===== src/hdl/mssfl_pkg.sv =====
// package: sizes, codes and types of the multi-stack shared free list core
`default_nettype none
package mssfl_pkg;

   localparam int NUM_STACKS = 4;
   localparam int NUM_SLOTS  = 16;

   localparam int STACK_NUM_W = 3;
   localparam int VALUE_W     = 32;
   localparam int STATUS_W    = 2;
   localparam int STK_W       = (NUM_STACKS > 1) ? $clog2(NUM_STACKS) : 1;
   localparam int IDX_W       = (NUM_SLOTS > 1) ? $clog2(NUM_SLOTS) : 1;
   localparam int PTR_W       = $clog2(NUM_SLOTS + 1);

   localparam int REQ_DATA_W  = ((STACK_NUM_W + VALUE_W + 7) / 8) * 8;
   localparam int RSP_DATA_W  = ((VALUE_W + 7) / 8) * 8;

   localparam logic [PTR_W-1:0] PTR_NULL = PTR_W'(NUM_SLOTS);

   typedef enum logic {
      OP_PUSH = 1'b0,
      OP_POP  = 1'b1
   } op_type;

   typedef enum logic [STATUS_W-1:0] {
      ST_OK        = 2'd0,
      ST_FULL      = 2'd1,
      ST_EMPTY     = 2'd2,
      ST_BAD_STACK = 2'd3
   } status_type;

   typedef logic [PTR_W-1:0]   ptr_type;
   typedef logic [VALUE_W-1:0] value_type;

endpackage
`default_nettype wire


===== src/hdl/multi_stack_shared_free_list_core.sv =====
// top level: several stacks sharing one slot store through a linked free list
//
//  channel | dir | tdata (low bit up)          | tuser
//  req_    | in  | stack_num[3], push_value[32] | op (0 push, 1 pop)
//  rsp_    | out | pop_value[32]                | status
//
// a word is registered on acceptance and, once the result register is free,
// resolved into the result register, so a result passes both registers
// one word per cycle while results are not stalled: tops, links and values sit
// in flip-flops; the top/free pointer read and dependent link read are combinational
// reset clears all stacks and rebuilds the free list at once, no sweep
// a stalled result holds the input register; the request side stalls only then
`default_nettype none
module multi_stack_shared_free_list_core (
   input  wire                              clock,
   input  wire                              reset,
   input  wire                              req_tvalid,
   output logic                             req_tready,
   input  wire  [mssfl_pkg::REQ_DATA_W-1:0] req_tdata,  // stack_num, push_value, zero pad
   input  wire                              req_tuser,  // op
   output logic                             rsp_tvalid,
   input  wire                              rsp_tready,
   output logic [mssfl_pkg::RSP_DATA_W-1:0] rsp_tdata,  // pop_value
   output logic [mssfl_pkg::STATUS_W-1:0]   rsp_tuser   // status
);
   import mssfl_pkg::*;

   logic                   in_valid_ff;
   logic                   in_op_ff;
   logic [STACK_NUM_W-1:0] in_stack_ff;
   value_type              in_value_ff;

   logic                   rsp_valid_ff;
   status_type             rsp_status_ff, rsp_status_in;
   value_type              rsp_value_ff, rsp_value_in;

   ptr_type                tops_ff   [NUM_STACKS];
   ptr_type                links_ff  [NUM_SLOTS];
   value_type              values_ff [NUM_SLOTS];
   ptr_type                free_head_ff, free_head_in;

   logic                   fire;
   logic                   stack_ok;
   logic                   is_push;
   logic [STK_W-1:0]       stk_sel;
   ptr_type                top_rd;
   ptr_type                slot_ptr;
   logic [IDX_W-1:0]       slot_idx;
   ptr_type                link_rd;
   logic                   do_update;
   ptr_type                link_wr_data;
   ptr_type                top_wr_data;

   assign fire       = in_valid_ff && (!rsp_valid_ff || rsp_tready);
   assign req_tready = !in_valid_ff || fire;

   assign stack_ok = (32'(in_stack_ff) < NUM_STACKS);
   assign is_push  = (in_op_ff == OP_PUSH);
   assign stk_sel  = STK_W'(in_stack_ff);
   assign top_rd   = tops_ff[stk_sel];
   assign slot_ptr = is_push ? free_head_ff : top_rd;
   assign slot_idx = slot_ptr[IDX_W-1:0];
   assign link_rd  = links_ff[slot_idx];

   assign link_wr_data = is_push ? top_rd : free_head_ff;
   assign top_wr_data  = is_push ? free_head_ff : link_rd;

   always_comb begin
      rsp_status_in = ST_OK;
      rsp_value_in  = '0;
      do_update     = 1'b0;
      free_head_in  = free_head_ff;
      if (!stack_ok) begin
         rsp_status_in = ST_BAD_STACK;
      end else if (slot_ptr == PTR_NULL) begin
         rsp_status_in = is_push ? ST_FULL : ST_EMPTY;
      end else begin
         do_update    = 1'b1;
         free_head_in = is_push ? link_rd : top_rd;
         if (!is_push) begin
            rsp_value_in = values_ff[slot_idx];
         end
      end
   end

   always_ff @(posedge clock) begin
      if (reset) begin
         in_valid_ff <= 1'b0;
      end else if (req_tready) begin
         in_valid_ff <= req_tvalid;
      end
   end

   always_ff @(posedge clock) begin
      if (req_tready && req_tvalid) begin
         in_op_ff    <= req_tuser;
         in_stack_ff <= req_tdata[STACK_NUM_W-1:0];
         in_value_ff <= req_tdata[STACK_NUM_W+VALUE_W-1:STACK_NUM_W];
      end
   end

   always_ff @(posedge clock) begin
      if (reset) begin
         rsp_valid_ff <= 1'b0;
      end else if (fire) begin
         rsp_valid_ff <= 1'b1;
      end else if (rsp_tready) begin
         rsp_valid_ff <= 1'b0;
      end
   end

   always_ff @(posedge clock) begin
      if (fire) begin
         rsp_status_ff <= rsp_status_in;
         rsp_value_ff  <= rsp_value_in;
      end
   end

   always_ff @(posedge clock) begin
      if (reset) begin
         free_head_ff <= '0;
         for (int i = 0; i < NUM_STACKS; i++) begin
            tops_ff[i] <= PTR_NULL;
         end
         for (int i = 0; i < NUM_SLOTS; i++) begin
            links_ff[i] <= (i == NUM_SLOTS - 1) ? PTR_NULL : PTR_W'(i + 1);
         end
      end else if (fire && do_update) begin
         free_head_ff      <= free_head_in;
         tops_ff[stk_sel]  <= top_wr_data;
         links_ff[slot_idx] <= link_wr_data;
      end
   end

   // value store has no reset, written on pushes only
   always_ff @(posedge clock) begin
      if (fire && do_update && is_push) begin
         values_ff[slot_idx] <= in_value_ff;
      end
   end

   assign rsp_tvalid = rsp_valid_ff;
   assign rsp_tdata  = RSP_DATA_W'(rsp_value_ff);
   assign rsp_tuser  = rsp_status_ff;

endmodule
`default_nettype wire


===== config.mk =====
export PLATFORM = sky130hd
export DESIGN_NAME = multi_stack_shared_free_list_core
export DESIGN_NICKNAME = d
export VERILOG_FILES = /design/src/hdl/mssfl_pkg.sv /design/src/hdl/multi_stack_shared_free_list_core.sv
export SDC_FILE = /design/constraint.sdc
export NUM_CORES = 1
export LEC_CHECK = 0
export BUFFER_PORTS_ARGS = -buffer_cell sky130_fd_sc_hd__buf_2
export CAP_MARGIN = 30
export CORE_MARGIN = 4
export CORE_UTILIZATION = 35
export DETAILED_ROUTE_END_ITERATION = 16
export PLACE_DENSITY = 0.56
export SKIP_LAST_GASP = 1
export SYNTH_ARGS = -nofsm -noshare
export SYNTH_HDL_FRONTEND = slang
export SYNTH_SLANG_ARGS = --single-unit

===== constraint.sdc =====
create_clock -name clock -period 8.57 [get_ports clock]
set_input_delay 0.4285 -clock clock [delete_from_list [all_inputs] [get_ports clock]]
set_output_delay 0.4285 -clock clock [all_outputs]
set_load 0.02 [all_outputs]

==> qor.yml, run 1 <==
run_status:
  status: "finished, final reports clean"
run:
  max_cap_viol_count: 0
die:
  fp-row-count: 105
  dieArea_um2: 87300
  die_x_um: 296
  core_um2: 82000
  initial_core_util: 0.353
  io_pins: 81
  die_y_um: 296
worst_setup_path:
  worst-r2r-setup-slack_ns: 4.23
  path_class: "reg -> reg"
  arrival_ns: 4.58
  required_ns: 8.81
  end_kind: "flip-flop"
  critPathLaunchType: "flip-flop"
  crit_path_max_fanout: 55
yosys:
  synth_area_per_cell_um2: 16.3
  ys_seq_elements: 691
  synth_cells: 1770
  synth_cell_types: 67
  async_reset_ff_frac: 0
  synth_ff_type: "edfxtp_1"
  yosys_warnings: 0
  synth-edff-count: 682
  seq_area_frac_synth: 0.714
  syn_area_um2: 28900
  synthesis.nets: 1815
clocking:
  cts_resized: 0
  cts_tree: "done"
  cts_root_buf: "clkbuf_16"
  cts_max_level: 3
  clk_latency_ns: 0.61
  clkTransAtPathRegs_ns: 0.06
  cts.sink_count: 691
  cts-buffers-inserted: 71
  clockBufferDepth: 3
  cts_setup_buffers: 0
  postCtsHoldBufs: 32
sta:
  finClkSkew_ns: 0.0180
  tightestPinTransition_ns: 1.06
  fin_crit_sh: 0.506
  maxSlewViolCount: 0
  min_period_ns: 4.34
  setup-tns-final_ns: 0
  setup_viol: 0
  slew_headroom: 0.271
  rsz0062_at_grt: "false"
  max_freq_mhz: 231
  hold_viol: 0
final_layout:
  diodes: 0
  drive_gt1_frac: 0.212
  stdcell_count: 3010
  nets: 1931
  syn_to_final_growth_pct: 14.8
  num-fill-cells: 7430
route:
  wl_per_cell_um: 22.9
  drt_pre_antenna_iters: 5
  num_vias: 15800
  drc: 0
  routed_wirelength_um: 68900
  vias_per_cell: 5.25
  ant_nets: 0
  drtIter0Drc: 1076
worst_hold_path:
  worst_hold_path_type: "in -> reg"
place:
  gp_congestion: 0.845
  port_buffers: 75
  place_inst: 2850
  dp_hpwl_um: 36500
global_routing:
  antenna_found_initial: 0
  grt-ovfl-total: 0
  grtUsageTotal: 0.156
  grt_max_degree: 144
  grt_pass1_wl_um: 102000
  grt_pass1_vias: 16100
pwr:
  pwr_density_cell_nw_per_um2: 225
  ir_worst_vdd_uv: 145
  p_leak_nw: 10.6
[power by group]
part	switching, mW	internal [mW]
Clock	1.28	1.80
Sequential	0.0517	3.76
Combinational	0.348	0.235
[sequential cells by signal, summed over array words and instances (netlist names), named ones only]
signal / cells
tops_ff: 20
in_value_ff: 32
values_ff: 512
free_head_ff: 5
in_valid_ff: 1
rsp_tuser: 2
in_stack_ff: 3
in_op_ff: 1
links_ff: 80
rsp_tvalid: 1
rsp_tdata: 32
[cell families (layout without fill, tap and decap cells)]
logic type	count (synthesis)	after routing	share of synthesized area
multiplexers	403	403	0.151
AO/OA/AOI/OAI	233	233	0.0584
flip-flops	691	691	0.714
AND/OR/NAND/NOR	317	317	0.0525
buffers and inverters	126	296	0.0246
[layout make-up]
type	instances	area (µm²)	share of cell area
well taps	1070	1340	0.0403
inverters	15	56.3	0.00170
multi-input cells	953	7740	0.233
flip-flops and latches	691	20700	0.622
clock buffers	86	1860	0.0561
clock inverters	41	458	0.0138
repair buffers	154	1100	0.0330
[cell usage after synthesis, drive strengths merged (4+ instances only)]
cell type | n | area share
a211oi | 19 | 0.0051
a21o | 4 | 0.0010
a21oi | 24 | 0.0049
a221oi | 7 | 0.0023
a31oi | 4 | 0.00086
a32o | 7 | 0.0024
and2 | 5 | 0.0011
and3 | 4 | 0.00091
buf | 68 | 0.014
clkbuf | 43 | 0.0085
dfxtp | 9 | 0.0062
edfxtp | 682 | 0.71
inv | 14 | 0.0018
mux2 | 122 | 0.048
mux2i | 269 | 0.093
mux4 | 12 | 0.0096
nand2 | 91 | 0.012
nand2b | 26 | 0.0056
nand3 | 31 | 0.0054
nand4 | 10 | 0.0022
nor2 | 70 | 0.0091
nor2b | 7 | 0.0015
nor3 | 43 | 0.0076
nor4 | 4 | 0.0014
o21a | 39 | 0.010
o21ai | 24 | 0.0042
o21bai | 6 | 0.0016
o221ai | 5 | 0.0015
o22ai | 65 | 0.014
o41ai | 7 | 0.0024
or2 | 7 | 0.0015
or3 | 12 | 0.0026
[placed cells by master (no fill, tap or decap), types with 6 or more instances in the layout]
cell,count
bufinv_16,8
dlygate4sd3_1,32
dfxtp_1,9
clkinv_2,9
nand4_1,10
clkinv_1,14
nor3_2,12
or3_1,12
mux2i_1,264
inv_1,13
or2_2,6
nor3_1,31
clkbuf_1,12
nand2_1,91
o41ai_1,6
o21ai_0,22
nand2b_1,26
nor2_1,65
mux4_2,10
a32o_1,7
buf_4,43
buf_2,75
edfxtp_1,682
a21oi_1,19
mux2_2,119
a221oi_1,6
o22ai_1,65
o21a_1,38
o21bai_1,6
clkbuf_16,71
nand3_1,31
a211oi_1,18
nor2b_1,7
[critical path: stages (launching register included)]
cell and delay (ns):
edfxtp_1 0.32, buf_4 0.52, clkinv_1 0.92, nor3b_1 0.61, a31oi_4 0.03, buf_4 0.40
nor2_4 0.51, buf_4 0.54
[worst paths after layout]
check	start	to	depth (start not counted)
setup reg to reg	in_op_ff$_DFFE_PP_	values_ff[5][14]$_DFFE_PP_	7
setup / recovery	in_op_ff$_DFFE_PP_	values_ff[5][14]$_DFFE_PP_	7
hold reg to reg	in_valid_ff$_SDFFE_PP0N_	rsp_tvalid$_SDFFE_PP0P_	2
hold / removal	req_tdata[10]	in_value_ff[7]$_DFFE_PP_	1
[metal layers]
metal	global-route usage	wire length, µm
met3	0.0222	3190
met5	0	0
met2	0.279	35200
met4	0.0483	1450
met1	0.196	29100
[metrics by stage]
stage                     total power [mW]  utilization  cell area [µm²]  worst slack [ns]  hold WS [ns]
after floorplan                       4.27            -            28900              3.44         0.496
final                                 7.47        0.405            33200              4.23        0.0481
after detailed placement              4.45        0.373            30600              4.19         0.535
after global routing                  7.73        0.405            33200              3.92        0.0266
after CTS                             7.55        0.405            33200              4.16        0.0128
after global placement                4.44        0.372            30500              4.24         0.526
No activity file was read; power rests on OpenSTA's default activity.
==> inputs of run 2 (changes only) <==
- clock period: 8.57 -> 4.53 ns (I/O delays scaled with it)
==> run 2 against run 1 <==
Setup slack got worse by 3.3 ns. Global-route usage rose by 0.28 points. Clock skew rose by 0.016 ns.
==> qor.yml, run 2 (synthesis results as in run 1) <==
worst_setup_path:
  path_class: "reg -> reg"
  cp_num_buf_inv: 3
  critPathMaxStageDelay_ns: 0.60
  r2r_cells: 8
  critPathLaunchType: "flip-flop"
  arrival_ns: 4.04
  crit_slowest_cell: "dfxtp_1"
  path_cells: "buf_4, mux4_2, a21oi_4, buf_4, nor2_1, a211oi_4, buf_4, o21a_1"
  end_kind: "flip-flop"
  path_common_cell: "buf_4"
  cp.depth: 8
  critPathTopFamily: "buffers and inverters"
  required_ns: 4.98
  crit_path_max_fanout: 32
pwr:
  pwr_density_cell_nw_per_um2: 422
  p_leak_nw: 10.7
  power_mw: 14.1
  ir_worst_vdd_uv: 334
die:
  die_y_um: 296
  dieArea_um2: 87300
  fp-row-count: 105
  die_x_um: 296
  io_pins: 81
  core_um2: 82000
  initial_core_util: 0.353
route:
  vias_per_cell: 5.25
  drtIter0Drc: 1129
  wl_per_cell_um: 23.0
  routed_wirelength_um: 70000
  top_layer: "met4"
  wl_met3_um: 3640
  ant_nets: 0
  drt_pre_antenna_iters: 5
  num_vias: 15900
  wl_met2_um: 34600
  drc: 0
  wl_met1_um: 30000
clocking:
  clkTransAtPathRegs_ns: 0.06
  cts_root_buf: "clkbuf_16"
  cts.sink_count: 691
  cts-buffers-inserted: 74
  cts_tree: "done"
  clk_latency_ns: 0.61
  cts_max_level: 3
  cts_resized: 0
  cts_setup_buffers: 0
  postCtsHoldBufs: 39
  clockBufferDepth: 3
global_routing:
  antenna_found_initial: 1
  grt_pass1_wl_um: 103000
  grtUsageTotal: 0.159
  grt_pass1_vias: 15900
  grt-ovfl-total: 0
  grt_max_degree: 71
final_layout:
  final_cell_mix: "edfxtp_1 (682), mux2i_1 (269), mux2_2 (119)"
  regArea_um2: 20700
  layout_commonest_cell: "edfxtp_1"
  nets: 1958
  num-fill-cells: 7447
  reg.largest.list: "values_ff (512), links_ff (80)"
  drive_gt1_frac: 0.219
  syn_to_final_growth_pct: 15.8
  top_register: "values_ff"
  multi_input_area_um2: 7730
  final_util: 0.409
  finalInstanceArea_um2: 33500
  largest_reg_flops: 512
  diodes: 0
sta:
  tightestPinTransition_ns: 0.991
  setup_viol: 0
  slew_headroom: 0.320
  maxSlewViolCount: 0
  finClkSkew_ns: 0.0341
  min_period_ns: 3.59
  max_freq_mhz: 278
  timing.hold.ws_ns: 0.177
  hold_viol: 0
  rsz0062_at_grt: "false"
  setup-tns-final_ns: 0
  fin_crit_sh: 0.793
worst_hold_path:
  worst_hold_path_type: "in -> reg"
  hold_depth: 2
place:
  postPlaceCellArea_um2: 30800
  port_buffers: 75
  gp_congestion: 0.860
  dp_hpwl_um: 39400
run:
  max_cap_viol_count: 0
run_status:
  status: "finished, final reports clean"
run 2: changes by cell type in the layout (fill, tap and decap cells not counted), moves of 3 or more:
cell           before  now
clkbuf_16          71   74
clkinv_2            9   16
mux2i_1           264  269
bufinv_16           8    5
buf_12              2   11
buf_4              43   53
dlygate4sd3_1      32   39
mux2i_2             5    0
clkbuf_8            3    0
run 2: cell type report:
class	instances	area share
Timing Repair Buffer	178	0.0413
Sequential cell	691	0.616
Inverter	15	0.00168
Multi-Input combinational cell	953	0.231
Clock buffer	84	0.0564
Clock inverter	47	0.0136
Tap cell	1070	0.0399
run 2: final timing paths:
kind,startpoint,endpoint,slack [ns]
max reg2reg,flip-flop,rsp_tdata[6]$_SDFFCE_PP0P_,0.94
min reg2reg,in_valid_ff$_SDFFE_PP0N_,rsp_tvalid$_SDFFE_PP0P_,0.54
max,flip-flop,rsp_tdata[6]$_SDFFCE_PP0P_,0.94
min,reset,rsp_tvalid$_SDFFE_PP0P_,0.18
run 2: per-stage QoR:
step,cells,setup slack [ns]
final,3038,0.939
after CTS,3037,0.953
after detailed placement,2867,0.984
after global placement,2867,1.02
after global routing,3038,0.733
after floorplan,1770,0.0551
run 2: where the power goes:
part | internal, mW | switching [mW] | leakage (nW)
clock | 3.32 | 2.48 | 1.15
combinational | 0.461 | 0.670 | 3.30
sequential | 7.11 | 0.0990 | 6.27
total | 10.9 | 3.25 | 10.7
run 2: layer usage:
layer,vias up,track usage
li1,7235,-
met1,8139,0.208
met2,459,0.272
met3,115,0.0282
met4,0,0.0463
met5,-,0
==> inputs of run 3 (changes only) <==
- PLACE_DENSITY: 0.56 -> 0.58
- clock period: 4.53 -> 3.2 ns (I/O delays scaled with it)
==> run 3 against run 2 <==
Flip-flop and latch count unchanged. Die area unchanged. First-iteration DRC count increased by 10%. Final area increased by 3.1%. Global-route usage increased by 0.51 points. Worst hold slack got worse by 0.041 ns. Fmax increased by 19%. Sequential power increased by 41%. Sequential share of layout area decreased by 1.9 points. Wire length increased by 3.4%. Clock-buffer cell count increased by 8. Setup slack got worse by 0.77 ns.
==> qor.yml, run 3 (synthesis results as in run 1) <==
sta:
  hold_viol: 0
  tightestPinTransition_ns: 0.915
  rsz0062_at_grt: "false"
  max_freq_mhz: 330
  maxSlewViolCount: 0
  finClkSkew_ns: 0.0336
  min_period_ns: 3.03
  fin_crit_sh: 0.947
  timing.hold.ws_ns: 0.136
  setup_slack_ns: 0.171
  slew_headroom: 0.388
  setup_viol: 0
  setup-tns-final_ns: 0
pwr:
  ir_worst_vdd_uv: 548
  pwr_density_cell_nw_per_um2: 585
  power_mw: 20.2
  p_leak_nw: 11.3
die:
  core_um2: 82000
  fp-row-count: 105
  initial_core_util: 0.353
  dieArea_um2: 87300
  io_pins: 81
  die_y_um: 296
  die_x_um: 296
global_routing:
  use_met1: 0.219
  grt_use_met2: 0.269
  met3_usage: 0.0261
  grtUsageTotal: 0.164
  antenna_found_initial: 1
  grt_max_degree: 44
  grt_pass1_vias: 16900
  grt-ovfl-total: 0
  grt_busiest_layer: "met2"
  grt_pass1_wl_um: 107000
worst_setup_path:
  path_class: "reg -> reg"
  required_ns: 3.55
  critPathLaunchType: "flip-flop"
  end_kind: "flip-flop"
  crit_path_max_fanout: 30
  arrival_ns: 3.38
final_layout:
  drive_gt1_frac: 0.247
  syn_to_final_growth_pct: 19.5
  diodes: 0
  largest_reg_flops: 512
  finalInstanceArea_um2: 34600
  stdcell_count: 3125
  top_register: "values_ff"
  layout_commonest_cell: "edfxtp_1"
  nets: 2041
  final_cell_mix: "edfxtp_1 (682), mux2i_1 (269), mux2_2 (119)"
  reg.largest.list: "values_ff (512), links_ff (80)"
  num-fill-cells: 7394
  final_util: 0.422
clocking:
  cts.sink_count: 691
  cts-buffers-inserted: 75
  clockBufferDepth: 3
  clkTransAtPathRegs_ns: 0.06
  cts_root_buf: "clkbuf_16"
  clk_latency_ns: 0.62
  cts_max_level: 3
  cts_resized: 0
  cts_tree: "done"
run_status:
  status: "finished, final reports clean"
route:
  drtIter0Drc: 1246
  ant_nets: 0
  wl_per_cell_um: 23.1
  drc: 0
  num_vias: 16500
  drt_pre_antenna_iters: 5
  routed_wirelength_um: 72300
  vias_per_cell: 5.27
place:
  postPlaceCellArea_um2: 31800
  place_ws_ns: 0.170
  dp_hpwl_um: 42400
  port_buffers: 75
  gp_congestion: 0.887
  place_inst: 2946
run:
  max_cap_viol_count: 0
worst_hold_path:
  worst_hold_path_type: "in -> reg"
-- run 3: cell count changes in the layout (fill, tap and decap cells not counted), moves of 3 or more --
cell       change
buf_12        +27
buf_4         +53
clkbuf_1       +3
clkbuf_16      +5
clkinv_1       +8
inv_6          -3
nor3_2        -10
nor3_4        +10
-- run 3: final cells by class --
cell class / instances / area [µm²] / area share
Tap cell: 1070 / 1340 / 0.0387
Clock inverter: 44 / 317 / 0.00916
Inverter: 15 / 56.3 / 0.00163
Multi-Input combinational cell: 953 / 7800 / 0.226
Clock buffer: 92 / 2030 / 0.0586
Sequential cell: 691 / 20700 / 0.598
Timing Repair Buffer: 260 / 2370 / 0.0686
-- run 3: routing by layer --
layer / vias to the layer above / wire, µm
met5: - / 0
met4: 0 / 2530
met3: 156 / 3940
met2: 520 / 34800
met1: 8390 / 31000
li1: 7417 / -
-- run 3: worst paths after layout --
| kind | from | endpoint | slack (ns) | cells after the start |
|---|---|---|---|---|
| min | reset | rsp_tvalid$_SDFFE_PP0P_ | 0.14 | 3 |
| min reg2reg | in_valid_ff$_SDFFE_PP0N_ | rsp_tvalid$_SDFFE_PP0P_ | 0.54 | 2 |
| max | flip-flop | rsp_tdata[29]$_SDFFCE_PP0P_ | 0.17 | 8 |
| max reg2reg | flip-flop | rsp_tdata[29]$_SDFFCE_PP0P_ | 0.17 | 8 |
-- run 3: report_power, final --
part | switching (mW) | internal [mW] | leakage (nW)
combinational | 1.01 | 0.778 | 3.92
clock | 3.47 | 4.76 | 1.15
sequential | 0.136 | 10.1 | 6.27
total | 4.62 | 15.6 | 11.3
-- run 3: worst max-delay path, cell delays in order, from the launching register on --
cell and delay (ns):
dfxtp_1 0.38, buf_4 0.20, mux4_2 0.61, a21oi_4 0.42, buf_12 0.30, buf_4 0.26, nand3_1 0.11, a32o_1 0.29
o21a_1 0.19
-- run 3: timing repair --
item                                    4_1_cts  5_1_grt
endpoints found under the setup margin        0        2
hold buffers                                 38        0
endpoints found under the hold margin        40        0
setup buffers                                 0        5
